==> src/spq_pkg.sv <==
package spq_pkg;

  localparam int PRIO_W    = 16;
  localparam int PAY_W     = 32;
  localparam int CMD_W     = 2;
  localparam int STAT_W    = 2;
  localparam int CNT_OUT_W = 7;

  typedef enum logic [CMD_W-1:0] {
    OP_ENQ     = 2'd0,
    OP_DEQ     = 2'd1,
    OP_INSPECT = 2'd2
  } spq_op_t;

  typedef enum logic [STAT_W-1:0] {
    ST_DONE  = 2'd0,
    ST_EMPTY = 2'd1,
    ST_FULL  = 2'd2
  } spq_status_t;

  typedef enum logic [2:0] {
    S_IDLE,
    S_START,
    S_LOOP,
    S_STEP,
    S_FINISH
  } spq_state_t;

  typedef struct packed {
    logic [CMD_W-1:0]  cmd;
    logic [PRIO_W-1:0] priority_req;
    logic [PAY_W-1:0]  payload;
  } spq_in_t;

  typedef struct packed {
    logic [STAT_W-1:0]    status;
    logic [PAY_W-1:0]     removed_payload;
    logic [PRIO_W-1:0]    removed_priority;
    logic                 head_valid;
    logic [PRIO_W-1:0]    head_priority;
    logic [PAY_W-1:0]     head_payload;
    logic [CNT_OUT_W-1:0] entry_count;
  } spq_out_t;

  // Commands from the controller to the datapath.
  typedef struct packed {
    logic load;     // capture the accepted item
    logic check;    // decide status and removed entry
    logic rd;       // read the slot at the walk index
    logic step;     // process the read slot, advance the index
    logic wrap;     // final write / count update at the end of the walk
    logic capture;  // load the output register
  } spq_ctl_t;

  // Status from the datapath to the controller.
  typedef struct packed {
    logic no_walk;  // item needs no pass over the slots
    logic at_end;   // walk index reached the entry count
    logic out_busy; // output register holds a result not yet taken
  } spq_sts_t;

endpackage

==> src/sorted_priority_queue_unit.sv <==
// Commands are handled one at a time: a new one is taken only after the
// previous one is done. An enqueue or dequeue walks the slot memory with one
// read and one write per slot; inspect and refused operations need no walk.
// Reset (rst_n, synchronous, active low) empties the queue, selects ascending
// order and drops any pending result; slot contents are left as they were.
module sorted_priority_queue_unit
  import spq_pkg::*;
#(
  parameter int CAPACITY = 64
) (
  input  logic     clk,
  input  logic     rst_n,
  // Order register: 0 keeps the least priority at the head, 1 the greatest.
  input  logic     cfg_we,
  input  logic     cfg_wdata,
  // Command channel.
  input  logic     in_valid,
  output logic     in_ready,
  input  spq_in_t  in_data,
  // Result channel.
  output logic     out_valid,
  input  logic     out_ready,
  output spq_out_t out_data
);

  // The entries live in a sorted slot memory with the head in slot 0. Each
  // command is handled by a controller that walks the datapath over the held
  // slots: an enqueue reads every slot from the head, drops the new entry in
  // before the first one it strictly outranks (so equal priorities keep their
  // arrival order), and ripples the rest up by one; a dequeue shifts every
  // entry down by one. The head is kept in a register so that each result can
  // report it without an extra memory read.
  //
  // The result sits in an output register, so a new command transfer can be
  // taken while the previous result still waits on out_ready.

  spq_ctl_t ctl;
  spq_sts_t sts;

  spq_ctrl u_ctrl (
    .clk      (clk),
    .rst_n    (rst_n),
    .in_valid (in_valid),
    .in_ready (in_ready),
    .ctl      (ctl),
    .sts      (sts)
  );

  spq_datapath #(
    .CAPACITY (CAPACITY)
  ) u_datapath (
    .clk       (clk),
    .rst_n     (rst_n),
    .cfg_we    (cfg_we),
    .cfg_wdata (cfg_wdata),
    .in_data   (in_data),
    .out_ready (out_ready),
    .out_valid (out_valid),
    .out_data  (out_data),
    .ctl       (ctl),
    .sts       (sts)
  );

endmodule

==> src/spq_ctrl.sv <==
module spq_ctrl
  import spq_pkg::*;
(
  input  logic     clk,
  input  logic     rst_n,
  input  logic     in_valid,
  output logic     in_ready,
  output spq_ctl_t ctl,
  input  spq_sts_t sts
);

  spq_state_t state_r, state_nxt;

  always_ff @(posedge clk) begin
    if (!rst_n) begin
      state_r <= S_IDLE;
    end else begin
      state_r <= state_nxt;
    end
  end

  always_comb begin
    state_nxt = state_r;
    ctl       = '0;
    in_ready  = 1'b0;
    case (state_r)
      S_IDLE: begin
        in_ready = 1'b1;
        if (in_valid) begin
          ctl.load  = 1'b1;
          state_nxt = S_START;
        end
      end
      S_START: begin
        ctl.check = 1'b1;
        state_nxt = sts.no_walk ? S_FINISH : S_LOOP;
      end
      S_LOOP: begin
        if (sts.at_end) begin
          ctl.wrap  = 1'b1;
          state_nxt = S_FINISH;
        end else begin
          ctl.rd    = 1'b1;
          state_nxt = S_STEP;
        end
      end
      S_STEP: begin
        ctl.step  = 1'b1;
        state_nxt = S_LOOP;
      end
      S_FINISH: begin
        if (!sts.out_busy) begin
          ctl.capture = 1'b1;
          state_nxt   = S_IDLE;
        end
      end
      default: begin
        state_nxt = S_IDLE;
      end
    endcase
  end

endmodule

==> src/spq_datapath.sv <==
module spq_datapath
  import spq_pkg::*;
#(
  parameter int CAPACITY = 64
) (
  input  logic     clk,
  input  logic     rst_n,
  input  logic     cfg_we,
  input  logic     cfg_wdata,
  input  spq_in_t  in_data,
  input  logic     out_ready,
  output logic     out_valid,
  output spq_out_t out_data,
  input  spq_ctl_t ctl,
  output spq_sts_t sts
);

  localparam int AW = $clog2(CAPACITY);
  localparam int CW = $clog2(CAPACITY + 1);

  logic [PRIO_W-1:0] mem_prio [CAPACITY];
  logic [PAY_W-1:0]  mem_pay  [CAPACITY];

  logic              desc_r;
  spq_in_t           item_r;
  logic [CW-1:0]     count_r;
  logic [CW-1:0]     idx_r;
  logic              placed_r;
  logic [PRIO_W-1:0] carry_prio_r;
  logic [PAY_W-1:0]  carry_pay_r;
  logic [PRIO_W-1:0] head_prio_r;
  logic [PAY_W-1:0]  head_pay_r;
  logic [PRIO_W-1:0] rem_prio_r;
  logic [PAY_W-1:0]  rem_pay_r;
  spq_status_t       stat_r;
  logic [PRIO_W-1:0] rd_prio_r;
  logic [PAY_W-1:0]  rd_pay_r;
  logic              out_valid_r;
  spq_out_t          out_r;

  logic              is_enq, is_deq, full, empty, outranks;
  logic [CW-1:0]     idx_m1;
  logic              wr_en;
  logic [AW-1:0]     wr_addr;
  logic [PRIO_W-1:0] wr_prio;
  logic [PAY_W-1:0]  wr_pay;

  assign is_enq   = (item_r.cmd == OP_ENQ);
  assign is_deq   = (item_r.cmd == OP_DEQ);
  assign full     = (count_r == CW'(CAPACITY));
  assign empty    = (count_r == '0);
  assign idx_m1   = idx_r - 1'b1;
  assign outranks = desc_r ? (item_r.priority_req > rd_prio_r)
                           : (item_r.priority_req < rd_prio_r);

  assign sts.no_walk  = !(is_enq && !full) && !(is_deq && !empty);
  assign sts.at_end   = (idx_r == count_r);
  assign sts.out_busy = out_valid_r && !out_ready;

  // Single write port. An enqueue either leaves a slot alone until the new
  // entry is placed, then ripples the displaced entries up by one; a dequeue
  // moves every entry down by one.
  always_comb begin
    wr_en   = 1'b0;
    wr_addr = idx_r[AW-1:0];
    wr_prio = item_r.priority_req;
    wr_pay  = item_r.payload;
    if (ctl.step) begin
      if (is_enq) begin
        if (placed_r) begin
          wr_en   = 1'b1;
          wr_prio = carry_prio_r;
          wr_pay  = carry_pay_r;
        end else if (outranks) begin
          wr_en = 1'b1;
        end
      end else begin
        wr_en   = 1'b1;
        wr_addr = idx_m1[AW-1:0];
        wr_prio = rd_prio_r;
        wr_pay  = rd_pay_r;
      end
    end else if (ctl.wrap && is_enq) begin
      wr_en = 1'b1;
      if (placed_r) begin
        wr_prio = carry_prio_r;
        wr_pay  = carry_pay_r;
      end
    end
  end

  always_ff @(posedge clk) begin
    if (wr_en) begin
      mem_prio[wr_addr] <= wr_prio;
      mem_pay[wr_addr]  <= wr_pay;
    end
  end

  always_ff @(posedge clk) begin
    if (ctl.rd) begin
      rd_prio_r <= mem_prio[idx_r[AW-1:0]];
      rd_pay_r  <= mem_pay[idx_r[AW-1:0]];
    end
  end

  // Payload-side registers.
  always_ff @(posedge clk) begin
    if (ctl.load) begin
      item_r <= in_data;
    end
    if (ctl.step && (placed_r || outranks)) begin
      carry_prio_r <= rd_prio_r;
      carry_pay_r  <= rd_pay_r;
    end
    // Whatever lands in slot 0 is the new head.
    if (wr_en && (wr_addr == '0)) begin
      head_prio_r <= wr_prio;
      head_pay_r  <= wr_pay;
    end
    if (ctl.check) begin
      if (is_deq && !empty) begin
        rem_prio_r <= head_prio_r;
        rem_pay_r  <= head_pay_r;
      end else begin
        rem_prio_r <= '0;
        rem_pay_r  <= '0;
      end
      if (is_enq && full) begin
        stat_r <= ST_FULL;
      end else if (is_deq && empty) begin
        stat_r <= ST_EMPTY;
      end else begin
        stat_r <= ST_DONE;
      end
    end
    if (ctl.capture) begin
      out_r.status           <= stat_r;
      out_r.removed_payload  <= rem_pay_r;
      out_r.removed_priority <= rem_prio_r;
      out_r.head_valid       <= !empty;
      out_r.head_priority    <= empty ? '0 : head_prio_r;
      out_r.head_payload     <= empty ? '0 : head_pay_r;
      out_r.entry_count      <= CNT_OUT_W'(count_r);
    end
  end

  // Control registers.
  always_ff @(posedge clk) begin
    if (!rst_n) begin
      desc_r      <= 1'b0;
      count_r     <= '0;
      idx_r       <= '0;
      placed_r    <= 1'b0;
      out_valid_r <= 1'b0;
    end else begin
      if (cfg_we) begin
        desc_r <= cfg_wdata;
      end
      if (ctl.load) begin
        idx_r    <= (in_data.cmd == OP_DEQ) ? CW'(1) : '0;
        placed_r <= 1'b0;
      end else if (ctl.step) begin
        idx_r <= idx_r + 1'b1;
        if (is_enq && outranks) begin
          placed_r <= 1'b1;
        end
      end
      if (ctl.wrap) begin
        count_r <= is_enq ? count_r + 1'b1 : count_r - 1'b1;
      end
      if (ctl.capture) begin
        out_valid_r <= 1'b1;
      end else if (out_ready) begin
        out_valid_r <= 1'b0;
      end
    end
  end

  assign out_valid = out_valid_r;
  assign out_data  = out_r;

endmodule
==> config.mk <==
export PLATFORM = sky130hd
export DESIGN_NAME = sorted_priority_queue_unit
export DESIGN_NICKNAME = d
export VERILOG_FILES = /design/src/spq_pkg.sv /design/src/sorted_priority_queue_unit.sv /design/src/spq_ctrl.sv /design/src/spq_datapath.sv
export SDC_FILE = /design/constraint.sdc
export NUM_CORES = 2
export LEC_CHECK = 0
export BUFFER_PORTS_ARGS = -buffer_cell sky130_fd_sc_hd__clkbuf_2
export CORE_UTILIZATION = 40
export CTS_CLUSTER_DIAMETER = 150
export CTS_CLUSTER_SIZE = 8
export DETAILED_ROUTE_END_ITERATION = 7
export GPL_TIMING_DRIVEN = 0
export SYNTH_ARGS = -nofsm -noshare
export SYNTH_HDL_FRONTEND = slang
export SYNTH_SLANG_ARGS = --single-unit
==> constraint.sdc <==
create_clock -name clk -period 10.5 [get_ports clk]
set_input_delay 3.15 -clock clk [delete_from_list [all_inputs] [get_ports clk]]
set_output_delay 3.15 -clock clk [all_outputs]
set_load 0.05 [all_outputs]
Yosys cells after proc, flatten, opt, wreduce, memory -nomap -nowiden
Memory sizes are Yosys's and may differ from the RTL's. A register that Yosys moved wholly into a read port is not among the register bits.
Cells that the tools add are included.
{"block": "word_totals", "regBits": 322, "mem_bits_rw": 3072, "input_bits": 56, "out_inout_bits": 108, "wordCells": 108, "n_memories": 2}
{"memory": "u_datapath.mem_pay", "depth": 64, "word_bits": 32, "read_ports": 1, "rd_ports_with_merged_regs": 1, "write_ports": 1, "line": "spq_datapath.sv:22", "source": "logic [PAY_W-1:0] mem_pay [CAPACITY];"}
{"memory": "u_datapath.mem_prio", "depth": 64, "word_bits": 16, "read_ports": 1, "rd_ports_with_merged_regs": 1, "write_ports": 1, "line": "spq_datapath.sv:21", "source": "logic [PRIO_W-1:0] mem_prio [CAPACITY];"}
{"block": "classes", "add_sub_neg": 4, "n_lt_le_gt_ge": 2, "n_eq_ne": 10, "mux": 41, "bitwise_logic": 1, "n_reduce_logical": 25}
{"operator": "two-way mux 32 bit", "n": 4}
{"operator": "two-way mux 16 bit", "n": 4}
{"operator": "two-way mux 1 bit", "n": 23}
{"operator": "two-way mux 7 bit", "n": 3}
{"operator": "> comparator 16 bit", "n": 1}
{"operator": "< comparator 16 bit", "n": 1}
{"operator": "one-hot mux 3 bit (5 select lines)", "n": 1}
{"operator": "adder 7 x 1 -> 7 bit, second input constant", "n": 2}
{"operator": "two-way mux 3 bit", "n": 4}
{"operator": "two-way mux 6 bit", "n": 2}
{"operator": "logical AND 1 bit", "n": 10}
{"operator": "equality test 7 bit", "n": 1}
{"operator": "equality test 7 bit, second input constant", "n": 1}
{"operator": "logical NOT 7 bit", "n": 1}
{"operator": "subtractor 7 x 1 -> 7 bit, second input constant", "n": 1}
{"operator": "equality test 3 x 2 -> 1 bit, second input constant", "n": 2}
{"operator": "logical NOT 6 bit", "n": 1}
{"operator": "subtractor 6 x 1 -> 6 bit, second input constant", "n": 1}
{"operator": "logical NOT 1 bit", "n": 5}
{"operator": "equality test 2 x 1 -> 1 bit, second input constant", "n": 2}
{"operator": "!= test 2 bit, second input constant", "n": 2}
{"operator": "AND reduction 2 bit", "n": 2}
{"operator": "nonzero test 2 bit", "n": 2}
{"operator": "equality test 3 x 1 -> 1 bit, second input constant", "n": 1}
{"operator": "6 further kinds", "n": 6}

Logic depth before layout (Yosys ltp)
{"block": "depth", "ltp_word": 8, "depth_mapped": 10, "depth_no_buf": 9}

Cells and area by module
Synthesis repeated with hierarchy kept, for this count alone.
{"block": "unflattened", "hier_cells": 5895, "hier_area_um2": 130818.0}
{"mod": "spq_datapath", "instances": 1, "cells_each": 5871, "area_per_inst_um2": 130634.0, "seq_area_each_um2": 103098.9}
{"mod": "spq_ctrl", "instances": 1, "cells_each": 24, "area_per_inst_um2": 183.9, "seq_area_each_um2": 60.1}

Worst setup path before layout
Ideal clock, no wire load.
{"block": "synth_timing", "kind": "input to register", "startpoint": "in out_ready", "endpoint": "reg u_datapath.out_r (netlist bit u_datapath.out_data[0]) (enable)", "setup_time_ns": 0.585, "arrival_time_ns": 7.921, "required_ns": 9.915, "setup_slack_ns": 1.994, "path_stages": 2, "path_buffers": 0, "cell_sequence": "nor2b_1 > nor2b_1"}
{"element": "start, declared", "line": "sorted_priority_queue_unit.sv:22", "source": "input logic out_ready,"}
{"element": "end, declared", "line": "spq_datapath.sv:39", "source": "spq_out_t out_r;"}

Worst setup path after layout
{"block": "layout_timing", "startpoint": "reg u_datapath.item_r[33] (netlist bit)", "endpoint": "mem u_datapath.mem_prio[5][2] (enable)"}
{"block": "layout_between", "elab_chain_len": 8, "word_cells_on_any_way": 9, "classes_between": "order compare: 2; mux: 7"}
{"element": "start, declared", "line": "spq_datapath.sv:25", "source": "spq_in_t item_r;"}
{"element": "start signal, assigned", "line": "spq_datapath.sv:109", "source": "item_r <= in_data;"}
{"element": "< comparator 16 bit or > comparator 16 bit (tied branches)", "line": "spq_datapath.sv:54, spq_datapath.sv:53"}
{"element": "two-way mux 1 bit *", "line": "spq_datapath.sv:53", "source": "assign outranks = desc_r ? (item_r.priority_req > rd_prio_r)"}
{"element": "two-way mux 1 bit *", "line": "spq_datapath.sv:74", "source": "end else if (outranks) begin"}
{"element": "two-way mux 1 bit *", "line": "spq_datapath.sv:70", "source": "if (placed_r) begin"}
{"element": "two-way mux 1 bit *", "line": "spq_datapath.sv:69", "source": "if (is_enq) begin"}
{"element": "two-way mux 1 bit *", "line": "spq_datapath.sv:68", "source": "if (ctl.step) begin"}
{"element": "two-way mux 1 bit *", "line": "spq_datapath.sv:93", "source": "if (wr_en) begin"}
{"element": "two-way mux 1 bit (not written as such) *", "line": "spq_datapath.sv:94", "source": "mem_prio[wr_addr] <= wr_prio;"}
{"element": "end, declared", "line": "spq_datapath.sv:21"}
Mark *: on every way between the ends. The rest lies on a longest branch, timed or not.

==> metrics.txt <==
Async SR Flop Fraction 0%; CTS buffer count 472; Final Util 48.0%; hpwl dp 251 mm; vias 65,300; area delta synth->final 19.3%; DRT iter0 DRCs 8,122; Avg WL per Cell 32.1 um; Final Power 29.9 mW; DRT antenna net count 0; outcome completed; syn_area_per_cell 22.8 um2; Post-CTS Setup Bufs 0; min cycle time layout 5550 ps; Mapped Area 0.129 mm2; met1 GRT Util 29.1%; overall global routing resource usage 21.8%; CP Class reg -> reg; RSZ-0062 raised after global routing no; share of cells above drive strength 1 31.5%; vias in the first global route 66,800; most frequent cells in the layout 3,422 x edfxtp_1, 766 x mux4_2, 478 x clkbuf_16; most common cell after layout, fill and taps aside edfxtp_1; clock latency on the worst-skew pair 930 ps; Final setup violation count 0; GRT overflow 0; DRT Wirelength 357 mm; number of synthesized register bits 3,442; Fin Clk Skew 43.9 ps; reg-to-reg setup timing slack 4950 ps; vias per inst 5.87; Power Density 194 mW/mm2; met3 usage 4.91%; clk buf depth 4; HP Class reg -> reg; Slew @ Worst Pin 1490 ps; Clock transition at path regs 50 ps; CP endpoint kind flop; first-pass GRT wire length 502 mm; final hold slack 412 ps; max-cap violation count 0; Syn Nets 5,762; core area 0.321 mm2; sequential area share after synthesis 79.8%; static leakage 48.6 nW; clk root buf clkbuf_16; met2 Use GR 35.2%; FMAX 0.180 GHz; CP Launch Type flop; width of the die 571 um; R2R depth 14; Fin. Hold Viols 0; crit share post-route 52.8%; post-synth cell types 57; nets 6,866; IO Pins 164; Max Slew Vio Count 0; Rel. slew slack 0.964%; DRC Markers 0; CTS Sinks 3,442; DIE AREA 0.326 mm2; CTS tree done; pin count of the biggest net entering global routing 57; Yosys warning count 0; row cnt 208; synthesized netlist cell count 5,682; Post-synth top flop edfxtp_1; H-tree Lvls 5; Hold Crit Depth 0; initial cell density of the core 40.2%; CP arrival 6170 ps; drt pass-1 iters 8; Peak supply drop 0.138 mV; Die Y-Extent 571 um; Hold Buf Count CTS 0; post_cts resized 0; GPL Wtd Cong 0.862; initial antenna violation count 25; Worst EP required 11,120 ps; PortBufs 163; Post-synth EDFFs 3,422; Crit Path Max Fanout 10; Top Usage Layer GRT met2
==> path summary, 6_finish.rpt <==
path / from / end
worst max-delay path: u_datapath.item_r[33]$_DFFE_PP_ / u_datapath.mem_prio[5][2]$_DFFE_PP_
worst min-delay path: u_datapath.rem_prio_r[1]$_SDFFCE_PN0N_ / u_datapath.out_data[57]$_DFFE_PP_
worst min register to register: u_datapath.rem_prio_r[1]$_SDFFCE_PN0N_ / u_datapath.out_data[57]$_DFFE_PP_
worst max register to register: u_datapath.item_r[33]$_DFFE_PP_ / u_datapath.mem_prio[5][2]$_DFFE_PP_
==> state kept, by name, summed over array words and instances, names as in the netlist, 16 cells and up <==
signal,cells
u_datapath.head_pay_r,32
u_datapath.head_prio_r,16
u_datapath.carry_prio_r,16
u_datapath.out_data,106
u_datapath.carry_pay_r,32
u_datapath.mem_prio,1024
u_datapath.mem_pay,2048
u_datapath.rem_pay_r,32
u_datapath.rd_pay_r,32
u_datapath.rd_prio_r,16
u_datapath.item_r,50
u_datapath.rem_prio_r,16
==> layer usage <==
metal | share of wire [%] | vias up
met5 | 0.0050 | -
met4 | 3.9 | 4
met3 | 8.7 | 607
met2 | 48 | 3331
met1 | 39 | 35000
li1 | - | 26400
==> Yosys cell counts, types with 3 or more instances <==
cell      instances  share of area, %
a21o_1            4             0.023
a21oi_1         108              0.42
a221oi_1         97              0.66
a22o_1           90              0.61
a22oi_1         187               1.1
and2_1           51              0.25
and3_1           51              0.25
buf_1            27             0.078
buf_2           101              0.39
buf_4             6             0.035
buf_6             6             0.052
clkbuf_1        181              0.53
dfxtp_1          20              0.31
edfxtp_1       3422                79
ha_1             23              0.22
inv_1            22             0.064
mux2i_1          19              0.15
mux4_2          766                13
nand2_1          57              0.17
nand2b_1          7             0.034
nand3_1           8             0.031
nand4_1           5             0.024
nor2_1          164              0.48
nor2b_1           8             0.039
nor3_1           75              0.29
nor3b_1           3             0.017
o21a_1            3             0.017
o21ai_0           8             0.031
o221ai_1         45              0.30
o22ai_1          56              0.27
or3_1             4             0.019
xnor2_1          13             0.088
xor2_1           10             0.068
==> stage by stage <==
step | cell area [um2] | TNS (ps) | worst slack [ps] | instances
floorplan | 129000 | 0 | 1990 | 5682
global placement | 136000 | -3421780 | -2000 | 10200
CTS | 154000 | 0 | 5080 | 11100
finish | 154000 | 0 | 4950 | 11100
global route | 154000 | 0 | 4850 | 11100
detailed placement | 142000 | 0 | 5020 | 10600
==> report_power, final <==
part,internal (mW),switching [mW],total [mW]
clock network,7.92,5.28,13.2
registers,15.3,0.0293,15.3
logic,0.480,0.863,1.34
==> critical path, cell delays in order (launching register included) <==
cell and delay (ps):
edfxtp_1 550, ha_1 360, nor2b_1 130, o211ai_1 690, a21boi_0 230, nor4_1 590
mux2_2 450, buf_6 170, buf_6 160, nor3_2 910, buf_8 250, buf_6 180
buf_6 190, buf_6 190, buf_6 150
==> logic make-up (layout without fill, tap and decap cells) <==
group           after synthesis  after routing  synth area share, %
simple gates                445            445                 1.66
other cells                   0             12                    0
compound gates              615            615                 3.53
flops                      3442           3442                 79.8
xor+xnor                     24             24                0.168
buf+inv                     346           1482                 1.15
fa+ha+maj                    24             24                0.238
mux                         786            786                 13.5
==> cell type report <==
class                           instances  area [um2]
Fill cell                           25700      167000
Sequential cell                      3442      103000
Clock inverter                         17         270
Antenna cell                           12        30.0
Timing Repair Buffer                  630        6540
Buffer                                321        1420
Inverter                               25        96.3
Multi-Input combinational cell       1894       25400
Tap cell                             4305        5390
Clock buffer                          489       12000
(Power assumes the default switching activity.)
